File: config.mk
export PLATFORM = sky130hd
export DESIGN_NAME = keypad_debounce_autorepeat
export DESIGN_NICKNAME = d
export VERILOG_FILES = /design/src/rtl/kda_pkg.sv /design/src/rtl/kda_cfg.sv /design/src/rtl/kda_core.sv /design/src/rtl/keypad_debounce_autorepeat.sv
export SDC_FILE = /design/constraint.sdc
export NUM_CORES = 1
export LEC_CHECK = 0
export ABC_CLOCK_PERIOD_IN_PS = 3100
export BUFFER_PORTS_ARGS = -buffer_cell sky130_fd_sc_hd__buf_2
export CORE_ASPECT_RATIO = 1.4
export CORE_UTILIZATION = 40
export DETAILED_ROUTE_END_ITERATION = 12
export PLACE_DENSITY = 0.56
export SLEW_MARGIN = 25
export SYNTH_ARGS = -nofsm -noshare
export SYNTH_HDL_FRONTEND = slang
export SYNTH_SLANG_ARGS = --single-unit
File: constraint.sdc
create_clock -name clk_i -period 3.1 [get_ports clk_i]
set_input_delay 0.465 -clock clk_i [delete_from_list [all_inputs] [get_ports clk_i]]
set_output_delay 0.465 -clock clk_i [all_outputs]
set_load 0.02 [all_outputs]
File: src/rtl/kda_pkg.sv
// Shared types and constants for the keypad debounce and auto-repeat block.
// No dependencies.
package kda_pkg;

  localparam int unsigned KeyW      = 8;
  localparam int unsigned PeriodW   = 8;
  localparam int unsigned SlowCntW  = 3;
  localparam int unsigned CfgIdxW   = 2;
  localparam int unsigned CfgDataW  = 8;

  localparam logic [SlowCntW-1:0] SlowRepeats = 3'd5;

  localparam logic [PeriodW-1:0] NormalPeriodRst = 8'd10;
  localparam logic [PeriodW-1:0] FastPeriodRst   = 8'd2;

  // Key codes
  localparam logic [KeyW-1:0] KeyNone    = 8'd0;
  localparam logic [KeyW-1:0] KeyRight   = 8'd1;
  localparam logic [KeyW-1:0] KeyLeft    = 8'd2;
  localparam logic [KeyW-1:0] KeyUp      = 8'd3;
  localparam logic [KeyW-1:0] KeyDown    = 8'd4;
  localparam logic [KeyW-1:0] KeyExec    = 8'd5;
  localparam logic [KeyW-1:0] KeyOutput  = 8'd6;
  localparam logic [KeyW-1:0] KeyPreset  = 8'd7;
  localparam logic [KeyW-1:0] KeyGenlock = 8'd8;

  // Configuration register indexes
  localparam logic [CfgIdxW-1:0] CfgHorizRepeat = 2'd0;
  localparam logic [CfgIdxW-1:0] CfgVertRepeat  = 2'd1;
  localparam logic [CfgIdxW-1:0] CfgNormalPer   = 2'd2;
  localparam logic [CfgIdxW-1:0] CfgFastPer     = 2'd3;

  typedef struct packed {
    logic               horiz_repeat;
    logic               vert_repeat;
    logic [PeriodW-1:0] normal_period;
    logic [PeriodW-1:0] fast_period;
  } cfg_t;

  typedef struct packed {
    logic            cmd_valid;
    logic [KeyW-1:0] cmd_key;
    logic            timer_clear;
  } res_t;

endpackage

File: src/rtl/kda_cfg.sv
// Configuration register file of the keypad debounce block.
// Depends on kda_pkg.
module kda_cfg (
  input  logic                         clk_i,
  input  logic                         rst_ni,
  input  logic                         we_i,
  input  logic [kda_pkg::CfgIdxW-1:0]  idx_i,
  input  logic [kda_pkg::CfgDataW-1:0] data_i,
  output kda_pkg::cfg_t                cfg_o
);

  kda_pkg::cfg_t cfg_q;

  always_ff @(posedge clk_i or negedge rst_ni) begin
    if (!rst_ni) begin
      cfg_q.horiz_repeat  <= 1'b0;
      cfg_q.vert_repeat   <= 1'b0;
      cfg_q.normal_period <= kda_pkg::NormalPeriodRst;
      cfg_q.fast_period   <= kda_pkg::FastPeriodRst;
    end else if (we_i) begin
      unique case (idx_i)
        kda_pkg::CfgHorizRepeat: cfg_q.horiz_repeat  <= data_i[0];
        kda_pkg::CfgVertRepeat:  cfg_q.vert_repeat   <= data_i[0];
        kda_pkg::CfgNormalPer:   cfg_q.normal_period <= data_i[kda_pkg::PeriodW-1:0];
        kda_pkg::CfgFastPer:     cfg_q.fast_period   <= data_i[kda_pkg::PeriodW-1:0];
        default: ;
      endcase
    end
  end

  assign cfg_o = cfg_q;

endmodule

File: src/rtl/kda_core.sv
// Debounce and typematic state, updated by combinational logic and registered per scan.
// Depends on kda_pkg.
module kda_core (
  input  logic                     clk_i,
  input  logic                     rst_ni,
  input  kda_pkg::cfg_t            cfg_i,
  input  logic                     step_i,
  input  logic [kda_pkg::KeyW-1:0] key_i,
  input  logic                     err_i,
  output kda_pkg::res_t            res_o
);

  logic                        accept_en_q, accept_en_d;
  logic                        repeating_q, repeating_d;
  logic [kda_pkg::KeyW-1:0]    prev_key_q, prev_key_d;
  logic [kda_pkg::PeriodW-1:0] countdown_q, countdown_d;
  logic [kda_pkg::SlowCntW-1:0] slow_left_q, slow_left_d;
  logic [kda_pkg::KeyW-1:0]    last_cmd_q, last_cmd_d;
  logic                        valid, clear;
  logic                        is_horiz, is_vert, is_other;

  assign is_horiz = (key_i == kda_pkg::KeyRight) || (key_i == kda_pkg::KeyLeft);
  assign is_vert  = (key_i == kda_pkg::KeyUp) || (key_i == kda_pkg::KeyDown);
  assign is_other = (key_i == kda_pkg::KeyExec) || (key_i == kda_pkg::KeyOutput) ||
                    (key_i == kda_pkg::KeyPreset) || (key_i == kda_pkg::KeyGenlock);

  always_comb begin
    accept_en_d = accept_en_q;
    repeating_d = repeating_q;
    prev_key_d  = prev_key_q;
    countdown_d = countdown_q;
    slow_left_d = slow_left_q;
    last_cmd_d  = last_cmd_q;
    valid       = 1'b0;
    clear       = 1'b0;
    if (!err_i) begin
      if (accept_en_q) begin
        if (repeating_q) begin
          if (key_i == prev_key_q) begin
            if (countdown_q == '0) begin
              last_cmd_d = key_i;
              valid      = 1'b1;
              if (slow_left_q != '0) begin
                slow_left_d = slow_left_q - 1'b1;
                countdown_d = cfg_i.normal_period;
              end else begin
                countdown_d = cfg_i.fast_period;
              end
            end else begin
              countdown_d = countdown_q - 1'b1;
            end
          end else begin
            // code changed: stop repeating, no command
            repeating_d = 1'b0;
          end
        end else if (key_i != kda_pkg::KeyNone) begin
          if (key_i == prev_key_q) begin
            clear = 1'b1;
            if (is_horiz || is_vert) begin
              if ((is_horiz && cfg_i.horiz_repeat) || (is_vert && cfg_i.vert_repeat)) begin
                repeating_d = 1'b1;
              end else begin
                accept_en_d = 1'b0;
              end
              slow_left_d = kda_pkg::SlowRepeats;
              countdown_d = cfg_i.normal_period;
              last_cmd_d  = key_i;
              valid       = 1'b1;
            end else if (is_other) begin
              accept_en_d = 1'b0;
              last_cmd_d  = key_i;
              valid       = 1'b1;
            end
          end else begin
            prev_key_d = key_i;
          end
        end else begin
          prev_key_d = kda_pkg::KeyNone;
        end
      end else if (key_i == kda_pkg::KeyNone) begin
        // release unlocks
        accept_en_d = 1'b1;
        last_cmd_d  = kda_pkg::KeyNone;
        prev_key_d  = kda_pkg::KeyNone;
        repeating_d = 1'b0;
      end
    end
  end

  always_ff @(posedge clk_i or negedge rst_ni) begin
    if (!rst_ni) begin
      accept_en_q <= 1'b0;
      repeating_q <= 1'b0;
      prev_key_q  <= '0;
      countdown_q <= '0;
      slow_left_q <= '0;
      last_cmd_q  <= '0;
    end else if (step_i) begin
      accept_en_q <= accept_en_d;
      repeating_q <= repeating_d;
      prev_key_q  <= prev_key_d;
      countdown_q <= countdown_d;
      slow_left_q <= slow_left_d;
      last_cmd_q  <= last_cmd_d;
    end
  end

  assign res_o.cmd_valid   = valid;
  assign res_o.cmd_key     = last_cmd_d;
  assign res_o.timer_clear = clear;

endmodule

File: src/rtl/keypad_debounce_autorepeat.sv
// Keypad debounce with auto-repeat: one scan in per transfer, one command result out per scan.
// Depends on kda_pkg, kda_cfg and kda_core.
//
// Each scan transfer yields exactly one result transfer, after the scan passes through the input
// register and then the result register. A scan can be taken every cycle; the only limit is
// the result register, which holds while the downstream side stalls. The whole debounce and
// repeat update is combinational logic in kda_core. The user must write configuration through
// the cfg port only while no scan is in flight; the block itself does not enforce this.
module keypad_debounce_autorepeat (
  input  logic                         clk_i,
  input  logic                         rst_ni,
  input  logic                         cfg_we_i,
  input  logic [kda_pkg::CfgIdxW-1:0]  cfg_idx_i,
  input  logic [kda_pkg::CfgDataW-1:0] cfg_data_i,
  input  logic                         s_axis_tvalid,
  output logic                         s_axis_tready,
  input  logic [7:0]                   s_axis_tdata,  // [7:0] key_code
  input  logic                         s_axis_tuser,  // [0] read_error
  output logic                         m_axis_tvalid,
  input  logic                         m_axis_tready,
  output logic [7:0]                   m_axis_tdata,  // [7:0] command_key
  output logic [1:0]                   m_axis_tuser   // [0] command_valid, [1] idle_timer_clear
);

  kda_pkg::cfg_t            cfg;
  kda_pkg::res_t            res;
  logic                     in_vld_q;
  logic [kda_pkg::KeyW-1:0] in_key_q;
  logic                     in_err_q;
  logic                     out_vld_q;
  kda_pkg::res_t            out_q;
  logic                     advance;

  // move the input register into the result register when the result slot frees up
  assign advance       = !out_vld_q || m_axis_tready;
  assign s_axis_tready = !in_vld_q || advance;

  kda_cfg u_cfg (
    .clk_i  (clk_i),
    .rst_ni (rst_ni),
    .we_i   (cfg_we_i),
    .idx_i  (cfg_idx_i),
    .data_i (cfg_data_i),
    .cfg_o  (cfg)
  );

  kda_core u_core (
    .clk_i  (clk_i),
    .rst_ni (rst_ni),
    .cfg_i  (cfg),
    .step_i (in_vld_q && advance),
    .key_i  (in_key_q),
    .err_i  (in_err_q),
    .res_o  (res)
  );

  always_ff @(posedge clk_i or negedge rst_ni) begin
    if (!rst_ni) begin
      in_vld_q  <= 1'b0;
      out_vld_q <= 1'b0;
    end else begin
      if (s_axis_tready) begin
        in_vld_q <= s_axis_tvalid;
      end
      if (advance) begin
        out_vld_q <= in_vld_q;
      end
    end
  end

  always_ff @(posedge clk_i) begin
    if (s_axis_tready && s_axis_tvalid) begin
      in_key_q <= s_axis_tdata;
      in_err_q <= s_axis_tuser;
    end
    if (advance && in_vld_q) begin
      out_q <= res;
    end
  end

  assign m_axis_tvalid   = out_vld_q;
  assign m_axis_tdata    = out_q.cmd_key;
  assign m_axis_tuser[0] = out_q.cmd_valid;
  assign m_axis_tuser[1] = out_q.timer_clear;

endmodule

Word-level counts from Yosys, hierarchy flattened
Cells that the tools add are included.

storage, ports and cells
  logic and storage cells = 123
  register bits = 68

operators by class
  eq/ne operators = 16
  bitwise operators = 3
  reduce and logical (&&, ||, !) cells = 34
  mux-type cells = 51
  $add $sub $neg = 2

operators by type and width
  operator                                           count
  two-way mux 8 bit                                  22
  == test 8 x 3 -> 1 bit (second input constant)     4
  two-way mux 1 bit                                  22
  two-way mux 3 bit                                  7
  == test 8 x 2 -> 1 bit (second input constant)     2
  zero test 8 bit                                    2
  AND reduction 2 bit                                5
  logical OR 1 bit                                   9
  == test 8 x 1 -> 1 bit (second input constant)     1
  == test 8 x 4 -> 1 bit (second input constant)     1
  == test 8 bit                                      1
  AND reduction 8 bit                                1
  nonzero test 8 bit                                 1
  subtractor 8 x 1 -> 8 bit (second input constant)  1
  inequality test 2 bit (second input constant)      3
  AND reduction 6 bit                                1
  nonzero test 2 bit                                 3
  AND reduction 5 bit                                1
  == test 2 bit (second input constant)              2
  logical AND 1 bit                                  4
  OR reduction 4 bit                                 1
  inequality test 3 bit (second input constant)      1
  NOT 1 bit                                          3
  AND reduction 3 bit                                1
  other kinds (6)                                    7

Longest topological paths before layout
  word-level depth = 11
  gate-level depth with buffers = 8
  mapped depth without buffers = 7

By module
Synthesis repeated with hierarchy kept, for this count alone.

unflattened totals
  cells, all modules = 297
  area, all modules = 3444.6 µm²

modules (own cells, without submodules)
  module                      area an instance (µm²)  instances  cells each
  kda_core                    2060.7                  1          230
  kda_cfg                     709.4                   1          40
  keypad_debounce_autorepeat  674.4                   1          27

Least setup slack after synthesis
Ideal clock, no wire load.

  kind = register to register
  start point = reg in_key_q[6] in the netlist's numbering
  end point = reg out_q (netlist bit m_axis_tdata[3]) (data pin)
  cell stages (with the launch flop) = 6
  data required time = 2.844 ns
  arrival = 1.902 ns
  setup slack = 0.941 ns
  cells stage by stage = edfxtp_1 > or4_4 > nor4_1 > o211ai_1 > a21o_1 > a22o_1

RTL lines
  item                      line                              text
  start: declaration        keypad_debounce_autorepeat.sv:28  logic [kda_pkg::KeyW-1:0] in_key_q;
  start signal: assignment  keypad_debounce_autorepeat.sv:73  in_key_q <= s_axis_tdata;
  end signal: assignment    keypad_debounce_autorepeat.sv:77  out_q <= res;
  end: declaration          keypad_debounce_autorepeat.sv:31  kda_pkg::res_t out_q;

==> reports/qor.txt <==
TIMING
----------------------------------------------------------------------------------
Final TNS setup                                                               0 ns
Final-report hold violation count                                                0
Final setup violating endpoints                                                  0
Hold_ws                                                                  0.1661 ns
Unrepaired setup endpoints after global routing                              false
Time the worst path needs with I/O delays and setup                       2.401 ns
Fin Clk Skew                                                           0.009436 ns
Highest attainable clock frequency                                       416.5 MHz
Final period utilization                                                    0.7745
Headroom to the max-slew limit                                              0.3586
Actual slew at the worst max-slew pin                                    0.9577 ns
Final max-slew violation count                                                   0

PLACED DESIGN
----------------------------------------------------------------------------------
Count of placed standard cells including taps                                  409
Routability congestion estimate                                             0.8091
Total of buffers placed on input and output ports                               35
Area post-placement                                                     3618 sq um
HPWL reported at the end of detailed placement                            5.368 mm

CLOCK TREE
----------------------------------------------------------------------------------
Maximum clock insertion buffer count                                             2
Clock transition at the registers of the reported paths                    0.06 ns
Clock buffer count from CTS                                                      9
Count of clock tree sinks                                                       68
Resized cells post-CTS                                                           0
TritonCTS clock tree                                                         built
Max H-tree Level                                                                 3
Total of hold buffers inserted after clock tree synthesis                        0
Post-CTS Setup Repair Bufs                                                       0
Clock latency on the worst-skew pair                                       0.33 ns
Clock root cell                                                          clkbuf_16

LAYOUT
----------------------------------------------------------------------------------
Commonest non-fill, non-tap cells in the layout                       46 x dfrtp_1, 35 x buf_2, 21 x mux2_2
Most common cell after layout, fill and taps aside                         dfrtp_1
Final instance count without filler cells                                      425
Signed area change from the synthesized netlist to the final layout         18.91%
# nets final                                                                   346
Share of post-route cells with drive strength above 1                       0.2848
Number of inserted diodes                                                        0
Total non-filler cell area in the finished layout                       3949 sq um

WORST SETUP PATH
----------------------------------------------------------------------------------
Most common cell on crit path                                               nor2_1
Startpoint kind of the worst setup timing path                           flip-flop
Crit path max-delay cell type                                               or4b_1
Cell breakdown of the critical path                                   inv_1, ha_1, or4b_1, nor2_1, nor2_1, nor4b_2, a22o_2
Largest stage delay, worst path                                            0.50 ns
Kind of capture point of the worst setup path                            flip-flop
Required time reported for the critical path endpoint                      3.31 ns
Category of the critical setup timing path                              reg -> reg
Family of cells with the greatest summed delay on the critical path   simple AND/OR/NAND/NOR gates
Critical path arrival                                                      2.61 ns
Crit path buf inv count                                                          1
Crit path max fanout                                                             5

SYNTH
----------------------------------------------------------------------------------
Post-synth ARST share                                                       0.7206
Post-synthesis sequential area ratio                                        0.5422
Top FF cell, synth                                                         dfrtp_1
Cell count after synthesis                                                     278
Avg Cell Area, Syn                                                     11.94 sq um
Post-synthesis sequential element count                                         68
Number of distinct library cells after synthesis                                59
Number of warning messages in the yosys log                                      0
Post-synthesis instance area                                            3321 sq um
Number of enable-type register cells in the synthesized netlist                 19
Syn_nets                                                                       306

DRT
----------------------------------------------------------------------------------
Detail-routed net length per standard cell                            17.25 microns
Post-route antenna net violation count                                           0
Vias/cell                                                                    5.565
DRC violation count after routing                                                0
Number of optimization iterations in the first detailed-route pass               5
Number of DRC markers after the initial detailed-route iteration               118
Overall via count from detail_route                                          2,365
Post-detailed-routing wire length                                         7.333 mm

RUN STATUS
----------------------------------------------------------------------------------
Run status                                                            complete, no violations

FLOORPLAN
----------------------------------------------------------------------------------
Starting density of the core                                                0.4099
Standard-cell row count                                                         39
Top-Level Pins                                                                  36
Die H                                                                 109.8 microns
Chip width                                                            79.01 microns
Placeable core region                                                   8100 sq um
Floorplan die area                                                      8675 sq um

POWER AND IR DROP
----------------------------------------------------------------------------------
Pwr dens                                                              614.4 nW/um^2
Maximum resistive drop on vdd                                          0.0002865 V
Static leakage                                                            1.640 nW
Total power of the final layout                                         0.002426 W

GRT
----------------------------------------------------------------------------------
Largest net degree at the start of global routing                               31
Total track usage                                                           0.1864
Gr ovfl total                                                                    0
Wire length of the first global-routing pass                              11.74 mm
Number of antenna violations at the first check in global routing                0
Via count of the first global-routing pass                                   2,309

WORST HOLD PATH
----------------------------------------------------------------------------------
HP Class                                                               in -> async

JOB
----------------------------------------------------------------------------------
Number of maximum-capacitance violations                                         0

==> metal layers <==
layer,share of wire,global-route usage,vias up
met4,0.031,0.1000,0
met3,0.025,0.03651,15
met1,0.41,0.2022,1160
li1,-,-,1150
met2,0.53,0.3387,40
met5,0,0,-
==> stage by stage <==
| stage | util | worst slack, ns |
|---|---|---|
| detailed placement | 0.4467 | 0.7038 |
| floorplan | - | 0.9414 |
| global placement | 0.4467 | 0.7509 |
| CTS | 0.4875 | 0.6905 |
| global route | 0.4875 | 0.5334 |
| finish | 0.4875 | 0.6991 |
==> report_power, final <==
part	switching [W]	total, W	internal [W]
Combinational	0.000115	0.000234	0.000119
Sequential	0.0000711	0.00110	0.00103
Clock	0.000376	0.00109	0.000717
Total	0.000563	0.00243	0.00186
==> sequential cells by signal, summed over array words and instances (netlist names) <==
signal,count
u_core.last_cmd_q,8
in_err_q,1
in_vld_q,1
u_core.slow_left_q,3
m_axis_tvalid,1
u_core.accept_en_q,1
u_core.prev_key_q,8
u_cfg.cfg_o,18
in_key_q,8
m_axis_tdata,8
u_core.countdown_q,8
m_axis_tuser,2
u_core.repeating_q,1
==> worst reg2reg max path: stages (launching register included) <==
cell and delay, ns:
dfrtp_1 0.40, inv_1 0.10, ha_1 0.16, or4b_1 0.50, nor2_1 0.33, nor2_1 0.12
nor4b_2 0.43, a22o_2 0.23
==> synth_stat cells (all sizes together), types with 6 or more instances <==
library cell  instances  area (sq um)
dfrtp                46          1151
mux2                 21         236.5
edfxtp               19         570.6
a22o                 18         160.2
nand2                17         63.81
a21oi                10         50.05
nor2                 10         37.54
inv                   9         33.78
o21ai                 9         48.80
xnor2                 9         78.83
nor3                  8         45.04
buf                   6         30.03
nand3                 6         30.03
o311ai                6         52.55
==> layout make-up <==
type                       count  area, sq um
clock buffer                  12        277.8
clock inverter                 4        52.55
fill                         759         4151
inverter                       9        33.78
multi-input combinational    190         1444
sequential                    68         1800
tap                          102        127.6
timing repair buffer          40        212.7
==> cells by family (layout without fill, tap and decap cells) <==
logic type | after synthesis | count (layout) | synth area share
AOI/OAI and AO/OA | 75 | 75 | 0.1805
xor gates and xnor gates | 11 | 11 | 0.02902
adders and majority gates | 4 | 4 | 0.01507
buffers and inverters | 20 | 65 | 0.02487
DFF | 68 | 68 | 0.5422
muxes | 22 | 22 | 0.07423
and+or+nand+nor | 78 | 78 | 0.1341
==> final timing paths <==
| kind | slack, ns | cells after the start | start | endpoint |
|---|---|---|---|---|
| setup / recovery | 0.70 | 7 | u_core.countdown_q[0] | m_axis_tdata[6] |
| hold / removal | 0.17 | 1 | rst_ni | u_core.countdown_q[1] |
| min in group clk_i | 0.31 | 1 | s_axis_tdata[4] | in_key_q[4] |
| hold reg to reg | 0.49 | 1 | in_vld_q | m_axis_tvalid |
| max in group asynchronous | 2.31 | 2 | rst_ni | u_cfg.cfg_o[10] |
| setup reg to reg | 0.70 | 7 | u_core.countdown_q[0] | m_axis_tdata[6] |
(Power assumes the default switching activity.)
